File: config.mk
export PLATFORM = sky130hd
export DESIGN_NAME = kalman_angle_filter_1d
export DESIGN_NICKNAME = d
export VERILOG_FILES = /design/src/design/kaf1d_pkg.sv /design/src/design/kalman_angle_filter_1d.sv
export SDC_FILE = /design/constraint.sdc
export NUM_CORES = 2
export LEC_CHECK = 0
export BUFFER_PORTS_ARGS = -buffer_cell sky130_fd_sc_hd__buf_2
export CAP_MARGIN = 20
export CORE_ASPECT_RATIO = 1.5
export CORE_MARGIN = 4
export CORE_UTILIZATION = 69
export DETAILED_ROUTE_END_ITERATION = 10
export GPL_ROUTABILITY_DRIVEN = 0
export PLACE_DENSITY = 0.91
export RECOVER_POWER = 25
export SLEW_MARGIN = 30
export SYNTH_ARGS = -nofsm -noshare
export SYNTH_HDL_FRONTEND = slang
export SYNTH_SLANG_ARGS = --single-unit
File: constraint.sdc
create_clock -name clk -period 19.24 [get_ports clk]
set_input_delay 3.848 -clock clk [delete_from_list [all_inputs] [get_ports clk]]
set_output_delay 3.848 -clock clk [all_outputs]
set_load 0.02 [all_outputs]
File: src/design/kaf1d_pkg.sv
// Package for the one-dimensional Kalman angle filter.
// Holds the sequencer state type, reset constants and a saturation helper.
// Has no dependencies; imported by kalman_angle_filter_1d.
`timescale 1ns / 1ps

package kaf1d_pkg;

	localparam int FRAC_BITS = 16;

	localparam logic [15:0] TIME_STEP_RESET = 16'd262;
	localparam logic [31:0] PROC_VAR_RESET  = 32'd17;
	localparam logic [31:0] MEAS_VAR_RESET  = 32'd589824;
	localparam logic [31:0] VAR_RESET       = 32'(64'd4 << FRAC_BITS);

	localparam logic [1:0] REG_TIME_STEP = 2'd0;
	localparam logic [1:0] REG_PROC_VAR  = 2'd1;
	localparam logic [1:0] REG_MEAS_VAR  = 2'd2;

	localparam logic [4:0] LAST_STEP = 5'd16;

	typedef enum logic [2:0] {
		ST_IDLE,
		ST_PREP,
		ST_DIV,
		ST_PRED,
		ST_INNOV,
		ST_MUL,
		ST_FIN
	} state_t;

	// Clamp a 34-bit two's complement value to the signed 32-bit range.
	function automatic logic [31:0] sat34(input logic [33:0] x);
		logic [31:0] r;
		if (!x[33] && (x[32:31] != 2'b00)) begin
			r = 32'h7FFF_FFFF;
		end else if (x[33] && (x[32:31] != 2'b11)) begin
			r = 32'h8000_0000;
		end else begin
			r = x[31:0];
		end
		return r;
	endfunction

endpackage

File: src/design/kalman_angle_filter_1d.sv
// Top level of the one-dimensional Kalman angle filter (gyro rate fused with angle).
// Bit-serial divider for the gain and bit-serial multipliers for the products.
// Depends on kaf1d_pkg.
`timescale 1ns / 1ps

// Usage
// Each input transaction on the s_axis side carries a gyro rate and a measured
// angle. The block predicts the angle from the rate, computes the Kalman gain,
// corrects the angle and the variance, stores both as the new state and returns
// them as one transaction on the m_axis side.
// Configuration registers (time step, process variance step, measurement
// variance) are written through cfg_wr_en / cfg_index / cfg_data. A write takes
// effect at the clock edge; indexes beyond the list are ignored. Registers are
// meant to be changed only while no transaction is in flight.
// The result is registered in the final step. The gain takes a 17-step
// restoring divider, one quotient bit per cycle, and the correction takes a
// 16-step shift-and-add multiplier plus a rounding step; these two serial
// units take most of the processing time. One item is processed at a time, so
// a new item is accepted only once the last result has left the final step.
// The output register decouples the sides: a finished result waits there while
// the next item is accepted and processed. If the receiver still holds off when
// the following result is done, the sequencer waits in its final step.
// Reset clears the estimate to zero, the variance to four and the registers to
// their defaults.
module kalman_angle_filter_1d
	import kaf1d_pkg::*;
(
	input  logic        clk,
	input  logic        arst_n,

	input  logic        cfg_wr_en,
	input  logic [1:0]  cfg_index,
	input  logic [31:0] cfg_data,

	input  logic        s_axis_tvalid,
	output logic        s_axis_tready,
	input  logic [63:0] s_axis_tdata,   // [31:0] rate_in, [63:32] angle_meas

	output logic        m_axis_tvalid,
	input  logic        m_axis_tready,
	output logic [63:0] m_axis_tdata    // [31:0] angle_out, [63:32] uncertainty_out
);

	// Configuration registers.
	logic [15:0] time_step_q;
	logic [31:0] proc_var_q;
	logic [31:0] meas_var_q;

	// Filter state.
	logic [31:0] angle_q;
	logic [31:0] var_q;

	// Sequencer.
	state_t      state_q, state_d;
	logic [4:0]  cnt_q;

	// Working registers of one item.
	logic [31:0] rate_q;
	logic [31:0] meas_q;
	logic [31:0] unc_q;      // predicted variance
	logic [32:0] den_q;      // unc + meas_var
	logic [33:0] rem_q;      // divider remainder
	logic [16:0] quot_q;     // divider quotient, one bit above the gain range
	logic [15:0] ts_q;       // time step, consumed MSB first
	logic [47:0] acc1_q;     // time_step * rate, then rounded
	logic [31:0] pred_q;     // predicted angle
	logic [15:0] gain_q;     // Q0.16, consumed MSB first during the correction
	logic [32:0] innov_q;    // measurement minus prediction
	logic [48:0] acc2_q;     // gain * innovation, then rounded
	logic [47:0] acc3_q;     // unc * gain, then unc * (1 - gain) rounded

	logic        out_valid_q;
	logic [63:0] out_data_q;

	logic        in_take;
	logic        fin_load;

	logic [32:0] unc_sum;
	logic [34:0] div_diff;
	logic        div_ge;
	logic [33:0] pred_sum;
	logic [33:0] angle_sum;

	// Control outputs of the sequencer.
	always_comb begin
		s_axis_tready = (state_q == ST_IDLE);
		fin_load      = (state_q == ST_FIN) && (!out_valid_q || m_axis_tready);
	end

	assign in_take = s_axis_tvalid && s_axis_tready;

	// Next state.
	always_comb begin
		state_d = state_q;
		unique case (state_q)
			ST_IDLE:  if (in_take) state_d = ST_PREP;
			ST_PREP:  state_d = ST_DIV;
			ST_DIV:   if (cnt_q == LAST_STEP) state_d = ST_PRED;
			ST_PRED:  state_d = ST_INNOV;
			ST_INNOV: state_d = ST_MUL;
			ST_MUL:   if (cnt_q == LAST_STEP) state_d = ST_FIN;
			ST_FIN:   if (fin_load) state_d = ST_IDLE;
			default:  state_d = ST_IDLE;
		endcase
	end

	// Datapath arithmetic.
	assign unc_sum   = {1'b0, var_q} + {1'b0, proc_var_q};
	assign div_diff  = {1'b0, rem_q} - {2'b00, den_q};
	assign div_ge    = !div_diff[34];
	assign pred_sum  = {{2{angle_q[31]}}, angle_q} + {{2{acc1_q[47]}}, acc1_q[47:16]};
	assign angle_sum = {{2{pred_q[31]}}, pred_q} + {acc2_q[48], acc2_q[48:16]};

	always_ff @(posedge clk or negedge arst_n) begin
		if (!arst_n) begin
			time_step_q <= TIME_STEP_RESET;
			proc_var_q  <= PROC_VAR_RESET;
			meas_var_q  <= MEAS_VAR_RESET;
		end else if (cfg_wr_en) begin
			unique case (cfg_index)
				REG_TIME_STEP: time_step_q <= cfg_data[15:0];
				REG_PROC_VAR:  proc_var_q  <= cfg_data;
				REG_MEAS_VAR:  meas_var_q  <= cfg_data;
				default: ;
			endcase
		end
	end

	always_ff @(posedge clk or negedge arst_n) begin
		if (!arst_n) begin
			state_q     <= ST_IDLE;
			cnt_q       <= '0;
			angle_q     <= '0;
			var_q       <= VAR_RESET;
			out_valid_q <= 1'b0;
		end else begin
			state_q <= state_d;
			if (state_q == ST_PREP || state_q == ST_INNOV) begin
				cnt_q <= '0;
			end else if (state_q == ST_DIV || state_q == ST_MUL) begin
				cnt_q <= cnt_q + 5'd1;
			end
			if (fin_load) begin
				angle_q     <= sat34(angle_sum);
				var_q       <= acc3_q[47:16];
				out_valid_q <= 1'b1;
			end else if (m_axis_tready) begin
				out_valid_q <= 1'b0;
			end
		end
	end

	// Payload registers need no reset.
	always_ff @(posedge clk) begin
		unique case (state_q)
			ST_IDLE: begin
				if (in_take) begin
					rate_q <= s_axis_tdata[31:0];
					meas_q <= s_axis_tdata[63:32];
					unc_q  <= unc_sum[32] ? 32'hFFFF_FFFF : unc_sum[31:0];
					ts_q   <= time_step_q;
				end
			end
			ST_PREP: begin
				den_q  <= {1'b0, unc_q} + {1'b0, meas_var_q};
				rem_q  <= {2'b00, unc_q};
				quot_q <= '0;
				acc1_q <= '0;
			end
			ST_DIV: begin
				// One restoring-division step per cycle.
				quot_q <= {quot_q[15:0], div_ge};
				rem_q  <= {(div_ge ? div_diff[32:0] : rem_q[32:0]), 1'b0};
				if (cnt_q == LAST_STEP) begin
					acc1_q <= acc1_q + 48'd32768;
				end else begin
					acc1_q <= {acc1_q[46:0], 1'b0}
						+ (ts_q[15] ? {{16{rate_q[31]}}, rate_q} : 48'd0);
					ts_q   <= {ts_q[14:0], 1'b0};
				end
			end
			ST_PRED: begin
				pred_q <= sat34(pred_sum);
				if (den_q == '0) begin
					gain_q <= '0;
				end else if (quot_q[16]) begin
					gain_q <= 16'hFFFF;
				end else begin
					gain_q <= quot_q[15:0];
				end
			end
			ST_INNOV: begin
				innov_q <= {meas_q[31], meas_q} - {pred_q[31], pred_q};
				acc2_q  <= '0;
				acc3_q  <= '0;
			end
			ST_MUL: begin
				if (cnt_q == LAST_STEP) begin
					acc2_q <= acc2_q + 49'd32768;
					acc3_q <= {unc_q, 16'd0} - acc3_q + 48'd32768;
				end else begin
					acc2_q <= {acc2_q[47:0], 1'b0}
						+ (gain_q[15] ? {{16{innov_q[32]}}, innov_q} : 49'd0);
					acc3_q <= {acc3_q[46:0], 1'b0}
						+ (gain_q[15] ? {16'd0, unc_q} : 48'd0);
					gain_q <= {gain_q[14:0], 1'b0};
				end
			end
			ST_FIN: begin
				if (fin_load) begin
					out_data_q <= {acc3_q[47:16], sat34(angle_sum)};
				end
			end
			default: ;
		endcase
	end

	assign m_axis_tvalid = out_valid_q;
	assign m_axis_tdata  = out_data_q;

	// A result only appears from the final step of the sequencer.
	a_out_from_fin: assert property (@(posedge clk) disable iff (!arst_n)
		$rose(m_axis_tvalid) |-> $past(state_q == ST_FIN))
		else $error("result raised outside the final step");

	// An accepted transaction always starts the setup step.
	a_accept_starts: assert property (@(posedge clk) disable iff (!arst_n)
		(s_axis_tvalid && s_axis_tready) |=> (state_q == ST_PREP))
		else $error("accepted transaction did not start processing");

	// The serial step counter never runs past the last step.
	a_cnt_range: assert property (@(posedge clk) disable iff (!arst_n)
		(state_q == ST_DIV || state_q == ST_MUL) |-> (cnt_q <= LAST_STEP))
		else $error("serial step counter out of range");

	// The correction never increases the predicted variance.
	a_var_shrinks: assert property (@(posedge clk) disable iff (!arst_n)
		fin_load |=> (var_q <= $past(unc_q)))
		else $error("corrected variance above predicted variance");

endmodule
==> impl_results.md <==
* Initial DRC count at 3723
* RSZ-0062 raised after global routing: no
* Vias at 36996
* Crit-path cells: nor2b_1, clkbuf_1, nand2_2, nor2_1, o311ai_0, o22ai_1
* Synthesized area at 0.0441 mm^2
* Core Footprint at 0.0633 mm^2
* GRT Residual Overflow at 0
* Async S/R FF share, synth at 0.239
* # IOs at 169
* Clock Skews at 31.7 ps
* Largest net degree at the start of global routing at 101
* Final worst-path cycle share at 0.334
* Endpoints failing setup at 0
* Die area at 0.0680 mm^2
* Final Util at 0.754
* Mapped Nets at 4973
* EDFF count, synth at 486
* Final TNS setup at 0 ps
* Failing checks: capacitance limit, slew limit
* First-pass detailed-route iteration total at 7
* Post-synth cell types at 99
* Main synth FF type: edfxtp_1
* DR WL/cell at 22.2 um
* Post-route design area at 0.0478 mm^2
* Clk slew on worst S/H paths at 70 ps
* Outcome: finished, violations left
* DRC Markers at 0
* Initial antenna violation count at 8
* Worst hold stages at 2
* Crit path launch type: flip-flop
* Avg Cell Area, Syn at 9.78 um^2
* Met2 WL at 60000 um
* Depth of the most critical reg-to-reg path at 6
* Slew at the pin closest to its max-slew limit at 3920 ps
* Max Slew Vio Count at 429
* Post-layout min period at 6420 ps
* Synth Instances at 4507
* Post_cts resized at 0
* Post-CTS setup buffers at 0
* Std-Cell Rows at 113
* CP endpoint kind: flip-flop
* Cell with the most instances after synthesis: edfxtp_1
* Slew HR at -1.62
* Hold Path End: var_q[31]
* Die height at 317 um
* Internal reg-to-reg setup slack at 12820 ps
* Global-route wire length before repair at 190000 um
* Final hold viol count at 0
* Slowest CP cell: clkbuf_1
* Final ANT Viol Nets at 0
* Register area share after synthesis at 0.418
* Root Buffer: clkbuf_16
* RR Endpoint: acc3_q[47]
* Fin Hold WS at 497 ps
* Highest Clock Rate at 156 MHz
* Clock latency on the worst-skew pair at 660 ps
* Peak VDD IR at 0.136 mV
* Seq cells post-synth at 639
* Synth-to-Final Area Change at 8.39%
* Hold_buf cts at 0
* Yosys warnings at 0
* Hold Crit Class: reg -> reg
* Area contributors post-synth: edfxtp_1, ha_1, dfrtp_1, a21oi_1, xnor2_1
* Post-Route WL at 122000 um
* Critical Path Fanout Max at 52
* Total power density per cell area at 198 mW/mm^2
* Critical path data arrival time at 6910 ps
* Leak pwr at 0.0203 uW
* M1 WL at 41400 um
* Max cap viols at 10
* Fin nets at 5089
* List of most frequent post-synthesis cells: edfxtp_1, nand2_1, a21oi_1, ha_1
* Placed Area at 0.0456 mm^2
* CTS Buffer Depth at 3
* Hold Startpoint: var_q[31]
* Reg2Reg Launch Point: state_q[2]
* Post-synth top area share at 0.331
* Post-DR vias/cell at 6.75
* Critical path's largest stage delay at 2350 ps
* Die width at 214 um
* Vias in the first global route at 36780
* Setup CP Type: reg -> reg
* Port bufs at 168
* Starting Density at 0.696
* Worst EP required at 19720 ps
* Met3 routed WL at 9170 um
* Uppermost layer routed: met5
* Detailed placement HPWL at 88000 um
* # H-tree levels at 2
* Total Routing Usage GR at 0.343
* CTS buffer count at 61
* Layout cells sized above 1 at 0.105
* CTS tree: built
* Leading area contributor after synthesis: edfxtp_1
* CTS sink count at 639
==> state kept, by name (all words and copies together) (netlist names), 33 cells and up <==
register      flops
innov_q          33
acc3_q           48
acc1_q           48
rem_q            34
m_axis_tdata     64
acc2_q           49
den_q            33
==> cell families after synthesis <==
| logic type | Yosys count | share of synthesized area |
|---|---|---|
| DFF | 639 | 0.418 |
| and+or+nand+nor | 1287 | 0.140 |
| muxes | 146 | 0.0364 |
| adders and majority gates | 371 | 0.107 |
| xor gates and xnor gates | 366 | 0.0728 |
| buffers and inverters | 365 | 0.0322 |
| AOI/OAI and AO/OA | 1333 | 0.194 |
==> power breakdown <==
part,switching (uW),internal (uW),leakage (uW)
clock network,577,732,0.00105
logic,3260,2130,0.0128
registers,464,2270,0.00638
==> worst max path at each step <==
stage / cells after the start / slack [ps] / to / startpoint
after CTS: 7 / 13530 / angle_q[7] / m_axis_tready
after global placement: 7 / 12920 / angle_q[1] / m_axis_tready
after detailed placement: 7 / 12870 / angle_q[10] / m_axis_tready
final: 6 / 12820 / acc3_q[47] / state_q[2]
after floorplan: 2 / 12140 / ts_q[0] / s_axis_tvalid
after global routing: 6 / 12600 / acc3_q[47] / state_q[2]
==> worst max-delay path, delay by kind of cell, from the launching register on <==
| kind | cells | cell delay [ps] |
|---|---|---|
| flip-flops | 1 | 720 |
| AND/OR/NAND/NOR | 3 | 2680 |
| buffers and inverters | 1 | 2350 |
| AO/OA/AOI/OAI | 2 | 480 |
==> per-layer routing <==
layer,vias up,GRT usage
li1,16830,-
met1,17437,0.378
met4,2,0.249
met5,-,0
met3,704,0.0508
met2,2023,0.603
==> stage by stage <==
stage	total power (uW)	worst slack, ps	std cells
floorplan	6580	12140	4507
global placement	7660	12920	5364
detailed placement	7910	12870	5364
CTS	9280	13530	5479
global route	10000	12600	5481
finish	9440	12820	5484
==> cells in the final DEF, fill, tap and decap left out, types with 57 or more instances in the layout <==
cell type	count
nand3_1	94
a21oi_1	409
mux2_2	112
a211oi_1	85
nor2_1	279
xnor2_1	219
dfrtp_1	145
o21ai_0	279
and3_1	59
clkbuf_16	64
nor3_1	57
inv_1	219
edfxtp_1	486
buf_2	167
ha_1	354
nand2_1	430
and2_1	126
xor2_1	147
a21o_1	179
==> layout make-up <==
type                       instances  area [um^2]
multi-input combinational       3503        24300
sequential                       639        18400
fill                            4177        15600
clock buffer                      71         1660
timing repair buffer             198         1050
tap                              805         1010
inverter                         220          828
clock inverter                    44          497
antenna                            4         10.0
(Power assumes the default switching activity.)
